==> src/srq_pkg.sv <==
package srq_pkg;

  localparam int unsigned DepthDefault     = 16;
  localparam int unsigned TrackBitsDefault = 16;

  // Action codes carried in the request
  localparam logic ActInsert = 1'b0;
  localparam logic ActRemove = 1'b1;

  typedef struct packed {
    logic        action;
    logic [15:0] track;
    logic [15:0] head_position;
  } srq_req_t;

  typedef struct packed {
    logic [15:0] removed_track;
    logic        removed_valid;
    logic        underflow;
    logic        dropped_full;
    logic        is_empty;
    logic [4:0]  entry_count;
  } srq_rsp_t;

  // Operation applied to every cell of the chain
  typedef struct packed {
    logic ins;
    logic rem;
  } srq_ctl_t;

endpackage

==> src/sstf_request_queue.sv <==
// Shortest-seek-time-first request queue.
//
// Request channel: a transfer happens at a rising edge with start_i high and
// busy_o low. req_i.action selects insert (track with current head position)
// or remove (pop the entry nearest to the head at its insert time).
// The seek distance |track - head_position| is fixed at insert and kept with
// the entry; entries stay sorted by ascending distance in a chain of DEPTH
// compare-and-shift cells, a newer entry ahead of older ones of equal distance.
//
// Result channel: every request yields exactly one result, shown on rsp_o for
// one cycle with rsp_valid_o high, the cycle after the request transfer.
// The receiver cannot stall; the result must be taken in that cycle.
//
// Throughput: one request per cycle while busy_o is low. Each cell compares its
// stored distance with the new one and moves by one place, so insert and pop
// both update the whole chain at the edge of the transfer.
//
// Reset: the entry count clears, so the queue is empty; busy_o is high for
// the first cycle after reset and low from then on. Cell contents are not
// cleared; cells beyond the entry count never reach a result.
module sstf_request_queue
  import srq_pkg::*;
#(
  parameter int unsigned DEPTH      = DepthDefault,
  parameter int unsigned TRACK_BITS = TrackBitsDefault
) (
  input  logic     clk_i,
  input  logic     rst_ni,
  input  logic     start_i,
  input  srq_req_t req_i,
  output logic     busy_o,
  output logic     rsp_valid_o,
  output srq_rsp_t rsp_o
);

  localparam int unsigned CntW = $clog2(DEPTH + 1);

  logic                  busy_q;
  logic                  accept;
  logic [CntW-1:0]       count_q, count_d;
  logic                  full, empty;
  logic [TRACK_BITS-1:0] new_trk, new_hp, new_dist;
  srq_ctl_t              ctl;
  srq_rsp_t              rsp_q, rsp_d;
  logic                  rsp_valid_q;

  logic [DEPTH-1:0]      ge;
  logic [TRACK_BITS-1:0] trk       [DEPTH];
  logic [TRACK_BITS-1:0] seek_dist [DEPTH];

  assign accept = start_i && !busy_q;
  assign full   = (count_q == CntW'(DEPTH));
  assign empty  = (count_q == '0);

  // Take track and head in the low TRACK_BITS bits.
  assign new_trk  = TRACK_BITS'(req_i.track);
  assign new_hp   = TRACK_BITS'(req_i.head_position);
  assign new_dist = (new_trk >= new_hp) ? (new_trk - new_hp) : (new_hp - new_trk);

  // Drop inserts into a full queue and pops from an empty one.
  assign ctl.ins = accept && (req_i.action == ActInsert) && !full;
  assign ctl.rem = accept && (req_i.action == ActRemove) && !empty;

  for (genvar i = 0; i < DEPTH; i++) begin : g_cell
    logic                  occ;
    logic                  left_ge;
    logic [TRACK_BITS-1:0] left_trk, left_dist, right_trk, right_dist;

    assign occ = (CntW'(i) < count_q);

    if (i == 0) begin : g_head
      assign left_ge   = 1'b0;
      assign left_trk  = '0;
      assign left_dist = '0;
    end else begin : g_body
      assign left_ge   = ge[i-1];
      assign left_trk  = trk[i-1];
      assign left_dist = seek_dist[i-1];
    end

    if (i == DEPTH - 1) begin : g_tail
      assign right_trk  = '0;
      assign right_dist = '0;
    end else begin : g_mid
      assign right_trk  = trk[i+1];
      assign right_dist = seek_dist[i+1];
    end

    srq_cell #(
      .TRACK_BITS(TRACK_BITS)
    ) u_cell (
      .clk_i       (clk_i),
      .ctl_i       (ctl),
      .occ_i       (occ),
      .new_trk_i   (new_trk),
      .new_dist_i  (new_dist),
      .left_ge_i   (left_ge),
      .left_trk_i  (left_trk),
      .left_dist_i (left_dist),
      .right_trk_i (right_trk),
      .right_dist_i(right_dist),
      .ge_o        (ge[i]),
      .trk_o       (trk[i]),
      .dist_o      (seek_dist[i])
    );
  end

  always_comb begin
    count_d = count_q;
    if (ctl.ins) begin
      count_d = count_q + CntW'(1);
    end else if (ctl.rem) begin
      count_d = count_q - CntW'(1);
    end
  end

  // Build the result from the pre-step head cell and the post-step count.
  always_comb begin
    rsp_d               = '0;
    rsp_d.removed_valid = ctl.rem;
    rsp_d.removed_track = ctl.rem ? 16'(trk[0]) : '0;
    rsp_d.underflow     = accept && (req_i.action == ActRemove) && empty;
    rsp_d.dropped_full  = accept && (req_i.action == ActInsert) && full;
    rsp_d.is_empty      = (count_d == '0);
    rsp_d.entry_count   = 5'(count_d);
  end

  always_ff @(posedge clk_i or negedge rst_ni) begin
    if (!rst_ni) begin
      busy_q      <= 1'b1;
      count_q     <= '0;
      rsp_valid_q <= 1'b0;
    end else begin
      busy_q      <= 1'b0;
      count_q     <= count_d;
      rsp_valid_q <= accept;
    end
  end

  // Capture the result payload on each transfer; no reset needed.
  always_ff @(posedge clk_i) begin
    if (accept) begin
      rsp_q <= rsp_d;
    end
  end

  assign busy_o      = busy_q;
  assign rsp_valid_o = rsp_valid_q;
  assign rsp_o       = rsp_q;

  // Count never passes the chain length.
  assert property (@(posedge clk_i) disable iff (!rst_ni) count_q <= CntW'(DEPTH))
    else $error("entry count beyond depth");

  // Every transfer gives exactly one result in the next cycle.
  assert property (@(posedge clk_i) disable iff (!rst_ni) accept |=> rsp_valid_o)
    else $error("missing result after transfer");

  // An underflow result reports an empty queue and no popped entry.
  assert property (@(posedge clk_i) disable iff (!rst_ni)
    rsp_valid_o && rsp_o.underflow |-> rsp_o.is_empty && !rsp_o.removed_valid)
    else $error("underflow with entries or pop");

  // The count only moves in response to a transfer, by one.
  assert property (@(posedge clk_i) disable iff (!rst_ni)
    !accept |=> $stable(count_q))
    else $error("count moved without transfer");

  // A dropped insert happens only with a full queue and leaves it full.
  assert property (@(posedge clk_i) disable iff (!rst_ni)
    rsp_valid_o && rsp_o.dropped_full |-> full && !rsp_o.is_empty)
    else $error("drop without full queue");

endmodule

==> src/srq_cell.sv <==
module srq_cell
  import srq_pkg::*;
#(
  parameter int unsigned TRACK_BITS = TrackBitsDefault
) (
  input  logic                  clk_i,
  input  srq_ctl_t              ctl_i,
  input  logic                  occ_i,
  input  logic [TRACK_BITS-1:0] new_trk_i,
  input  logic [TRACK_BITS-1:0] new_dist_i,
  input  logic                  left_ge_i,
  input  logic [TRACK_BITS-1:0] left_trk_i,
  input  logic [TRACK_BITS-1:0] left_dist_i,
  input  logic [TRACK_BITS-1:0] right_trk_i,
  input  logic [TRACK_BITS-1:0] right_dist_i,
  output logic                  ge_o,
  output logic [TRACK_BITS-1:0] trk_o,
  output logic [TRACK_BITS-1:0] dist_o
);

  logic [TRACK_BITS-1:0] trk_q, trk_d;
  logic [TRACK_BITS-1:0] dist_q, dist_d;

  // An empty cell counts as "at or after" the insert point.
  assign ge_o   = !occ_i || (dist_q >= new_dist_i);
  assign trk_o  = trk_q;
  assign dist_o = dist_q;

  always_comb begin
    trk_d  = trk_q;
    dist_d = dist_q;
    if (ctl_i.ins && ge_o) begin
      if (left_ge_i) begin
        // shift right: take the neighbor's entry
        trk_d  = left_trk_i;
        dist_d = left_dist_i;
      end else begin
        // first cell at or after the insert point: take the new entry
        trk_d  = new_trk_i;
        dist_d = new_dist_i;
      end
    end else if (ctl_i.rem) begin
      trk_d  = right_trk_i;
      dist_d = right_dist_i;
    end
  end

  always_ff @(posedge clk_i) begin
    trk_q  <= trk_d;
    dist_q <= dist_d;
  end

endmodule

==> config.mk <==
export PLATFORM = sky130hd
export DESIGN_NAME = sstf_request_queue
export DESIGN_NICKNAME = d
export VERILOG_FILES = /design/src/srq_pkg.sv /design/src/sstf_request_queue.sv /design/src/srq_cell.sv
export SDC_FILE = /design/constraint.sdc
export NUM_CORES = 1
export LEC_CHECK = 0
export ABC_AREA = 1
export BUFFER_PORTS_ARGS = -buffer_cell sky130_fd_sc_hd__clkbuf_2
export CAP_MARGIN = 20
export CORE_ASPECT_RATIO = 0.7
export CORE_UTILIZATION = 50
export CTS_CLUSTER_SIZE = 40
export DETAILED_ROUTE_END_ITERATION = 10
export PLACE_DENSITY = 0.64
export SLEW_MARGIN = 20
export SYNTH_ARGS = -nofsm -noshare
export SYNTH_HDL_FRONTEND = slang
export SYNTH_SLANG_ARGS = --single-unit
==> constraint.sdc <==
create_clock -name clk_i -period 9.92 [get_ports clk_i]
set_input_delay 1.488 -clock clk_i [delete_from_list [all_inputs] [get_ports clk_i]]
set_output_delay 1.488 -clock clk_i [all_outputs]
set_load 0.02 [all_outputs]
==> impl_metrics.csv <==
group,metric,value,unit
run_status,outcome,"completed",
pwr,power.total,10.3,mW
job,timing.max_cap.violations,0,
final_layout,area_growth_syn_to_layout,7.33,%
pwr,switching_share,46.1,%
sta,hold_viol_final,0,
critical_path,path_cells,"clkbuf_2, ha_1, nand2_2, nor2_2, nand3_1, nand3_1, nand2_2, nand2_4, inv_1, nand2_1, nand2_1, buf_4, ha_1, nand2_1, nor4_1, nand2_2, nand2_4, nand2_4, nand2_1, buf_4",
critical_path,crit_path_start_kind,"primary input",
routing,via_per_inst,5.87,
pwr,pwr-share-comb,47.3,%
critical_path,r2r_start,"count_q[0]$_DFF_PN0_",
critical_path,worst-path-max-fanout,34,
routing,ant_nets,0,
routing,first_pass_iters,7,
clock_network,clk_latency,680,ps
synth,yosysWarnings,0,
sta,setup_tns,0,ps
pwr,power.leakage,19.8,nW
critical_path,worstPathRequired,10240,ps
clock_network,hold_buffers,0,
critical_path,slowest_stage,"nand2_1",
critical_path,worstSetupPathType,"in2reg",
clock_network,root_buffer,"clkbuf_16",
placed_design,dp_hpwl,101000,um
synth,synth-edff-count,537,
final_layout,fin_nets,5232,
clock_network,cts_num_sinks,544,
die,dieWidth,329,um
critical_path,cp.arrival,8100,ps
sta,fmax,128,MHz
global_route,overflow,0,
pwr,p_int,5.56,mW
critical_path,cp_top_family,"simple AND/OR/NAND/NOR gates",
routing,drt-total-wl,145000,um
global_route,grt_pass1_vias,31000,
die,pin_count,63,
pwr,seqPwrFrac,32.0,%
global_route,antenna_found_initial,0,
synth,ys_seq_elements,544,
synth,synth_ff_type,"edfxtp_1",
die,die_area,76000,um2
clock_network,clockBufferDepth,3,
clock_network,post-cts-setup-buffers,0,
sta,slew_viol_final,0,
sta,setup_viol,0,
global_route,grt_max_degree,64,
synth,netlist_instances,4989,
global_route,grt_usage,37.5,%
sta,timing.final.crit_share,78.5,%
final_layout,regArea,16300,um2
critical_path,cpMostUsedCell,"nand2_1",
synth,synth.avg_cell_area,7.50,um2
global_route,grt_pass1_wl,209000,um
die,initial_core_util,50.8,%
synth,synth_area,37400,um2
routing,drtIter0Drc,5309,
min_path,hold_path.class,"reg2reg",
clock_network,clk_pin_slew,70,ps
final_layout,multi_input_area,18900,um2
final_layout,antenna_cells,0,
critical_path,max_stage_delay,670,ps
sta,final.min_clock_period,7780,ps
critical_path,crit_start,"req_i[21]",
sta,rsz0062_at_grt,"no",
clock_network,ctsResizeCount,0,
routing,drc,0,
sta,slew_headroom,17.8,%
routing,vias,34900,
pwr,power_density,257,nW/um2
die,fp-row-count,83,
routing,wl_per_cell,24.3,um
die,core,73600,um2
die,die_h,231,um
pwr,switching_power,4.75,mW
sta,fin_skew,40.6,ps
min_path,min-delay-start,"g_cell[15].u_cell.trk_o[11]$_SDFFCE_PN0P_",
synth,synth_nets,5301,
synth,ys_seq_area_share,43.6,%
pwr,peakVddDrop,0.190,mV
placed_design,portBuffers,62,
final_layout,drive_above_1_share,6.43,%
critical_path,end_kind,"flop",
synth,ys_async_sr_fraction,1.29,%
clock_network,cts_buffers,57,
clock_network,cts_max_level,2,
sta,tightest_slew,1230,ps
clock_network,cts_tree,"built",
final_layout,fill_cells,7206,
critical_path,path_buf_inv,4,
synth,yosys.cell_types.count,48,
pwr,power_frac_clock,20.7,%
placed_design,gp_congestion,0.973,
## metrics by stage
| stage | std cells | setup slack (ps) | hold WS (ps) | util (%) | cell area [um2] |
|---|---|---|---|---|---|
| 2_1_floorplan | 4989 | 3250 | 494 | - | 37400 |
| 3_3_place_gp | 5836 | 1910 | 496 | 52.1 | 38400 |
| 3_5_place_dp | 5837 | 1820 | 514 | 52.1 | 38400 |
| 4_1_cts | 5940 | 2490 | 517 | 54.5 | 40100 |
| 5_1_grt | 5941 | 1820 | 533 | 54.5 | 40200 |
| 6_report | 5941 | 2140 | 519 | 54.5 | 40200 |
## per-layer routing
layer  vias to the layer above  track usage [%]  routed length (um)
li1                      16200                -                   -
met1                     16000             59.1               63200
met2                      2393             45.4               51500
met3                       254             13.3               24700
met4                         2             12.6                5140
met5                         -            0.448                  45
## cell usage in the layout (no fill, tap or decap), drive strengths merged, types with 78 or more instances in the layout
cell type,count
nand2,2639
edfxtp,537
nand3,522
ha,274
inv,248
a21oi,135
clkbuf,135
buf,96
o21ai,89
nor2,78
## cell usage after synthesis, types with 2 or more instances
cell | count | area share, %
a21o_1 | 4 | 0.080
fa_1 | 2 | 0.11
xnor2_1 | 2 | 0.047
buf_6 | 7 | 0.21
o21ai_1 | 21 | 0.28
inv_2 | 17 | 0.17
nand3_1 | 521 | 7.0
a2111oi_2 | 2 | 0.080
nand2_4 | 14 | 0.42
o21bai_1 | 6 | 0.12
buf_4 | 28 | 0.56
nand3b_1 | 9 | 0.18
edfxtp_1 | 537 | 43
nor2_1 | 77 | 0.77
xor2_1 | 25 | 0.59
clkbuf_1 | 100 | 1.0
buf_1 | 3 | 0.030
a211o_1 | 3 | 0.070
clkinv_1 | 2 | 0.020
nand4_1 | 24 | 0.40
nor3_1 | 50 | 0.67
o2111ai_1 | 3 | 0.070
buf_2 | 148 | 2.0
a211oi_1 | 21 | 0.42
nand2_1 | 2596 | 26
a21oi_1 | 134 | 1.8
nand2_2 | 29 | 0.48
ha_1 | 274 | 9.2
nor4_1 | 5 | 0.084
inv_1 | 232 | 2.3
o21ai_0 | 68 | 0.91
a31oi_1 | 4 | 0.067
dfrtp_1 | 6 | 0.40
## power by group through the flow
stage | combinational (mW) | sequential, mW | clock (mW)
6_report | 4.87 | 3.30 | 2.14
5_1_grt | 5.34 | 3.30 | 2.22
4_1_cts | 4.69 | 3.27 | 2.14
3_5_place_dp | 4.67 | 3.32 | 0
3_3_place_gp | 4.62 | 3.33 | 0
2_1_floorplan | 3.30 | 3.16 | 0
## sequential cells by signal (all words and copies together) (netlist names)
name and count:
g_cell.u_cell.trk_o 256, g_cell.u_cell.dist_o 256, busy_o 1, rsp_o 25, count_q 5, rsp_valid_o 1
## worst paths after layout
path	to	slack (ps)	cells after the start
min	g_cell[14].u_cell.trk_o[11]$_DFFE_PP_	520	2
max reg2reg	g_cell[8].u_cell.dist_o[4]$_DFFE_PP_	5730	11
min in group asynchronous	count_q[2]$_DFF_PN0_	690	1
max in group asynchronous	busy_o$_DFF_PN1_	8990	1
max	g_cell[7].u_cell.dist_o[1]$_DFFE_PP_	2140	20
min reg2reg	g_cell[14].u_cell.trk_o[11]$_DFFE_PP_	520	2
## tightest hold or removal path: cells and delay by family (launching register included)
kind	cells	cell delay, ps
DFF	1	320
and+or+nand+nor	2	100
## cell type report
cell class	instances	share of cell area [%]
inverter	251	2.35
tap	977	3.04
clock inverter	30	0.608
clock buffer	73	3.78
sequential	544	40.6
multi-input combinational	3908	47.0
timing repair buffer	158	2.64
## cell families after synthesis
kind of cell	after synthesis	share of synthesized area, %
fa+ha+maj	276	9.27
compound gates	272	4.02
buf+inv	537	6.30
flops	544	43.6
simple gates	3332	36.2
other cells	1	0.0100
xor+xnor	27	0.632
(Power assumes the default switching activity.)
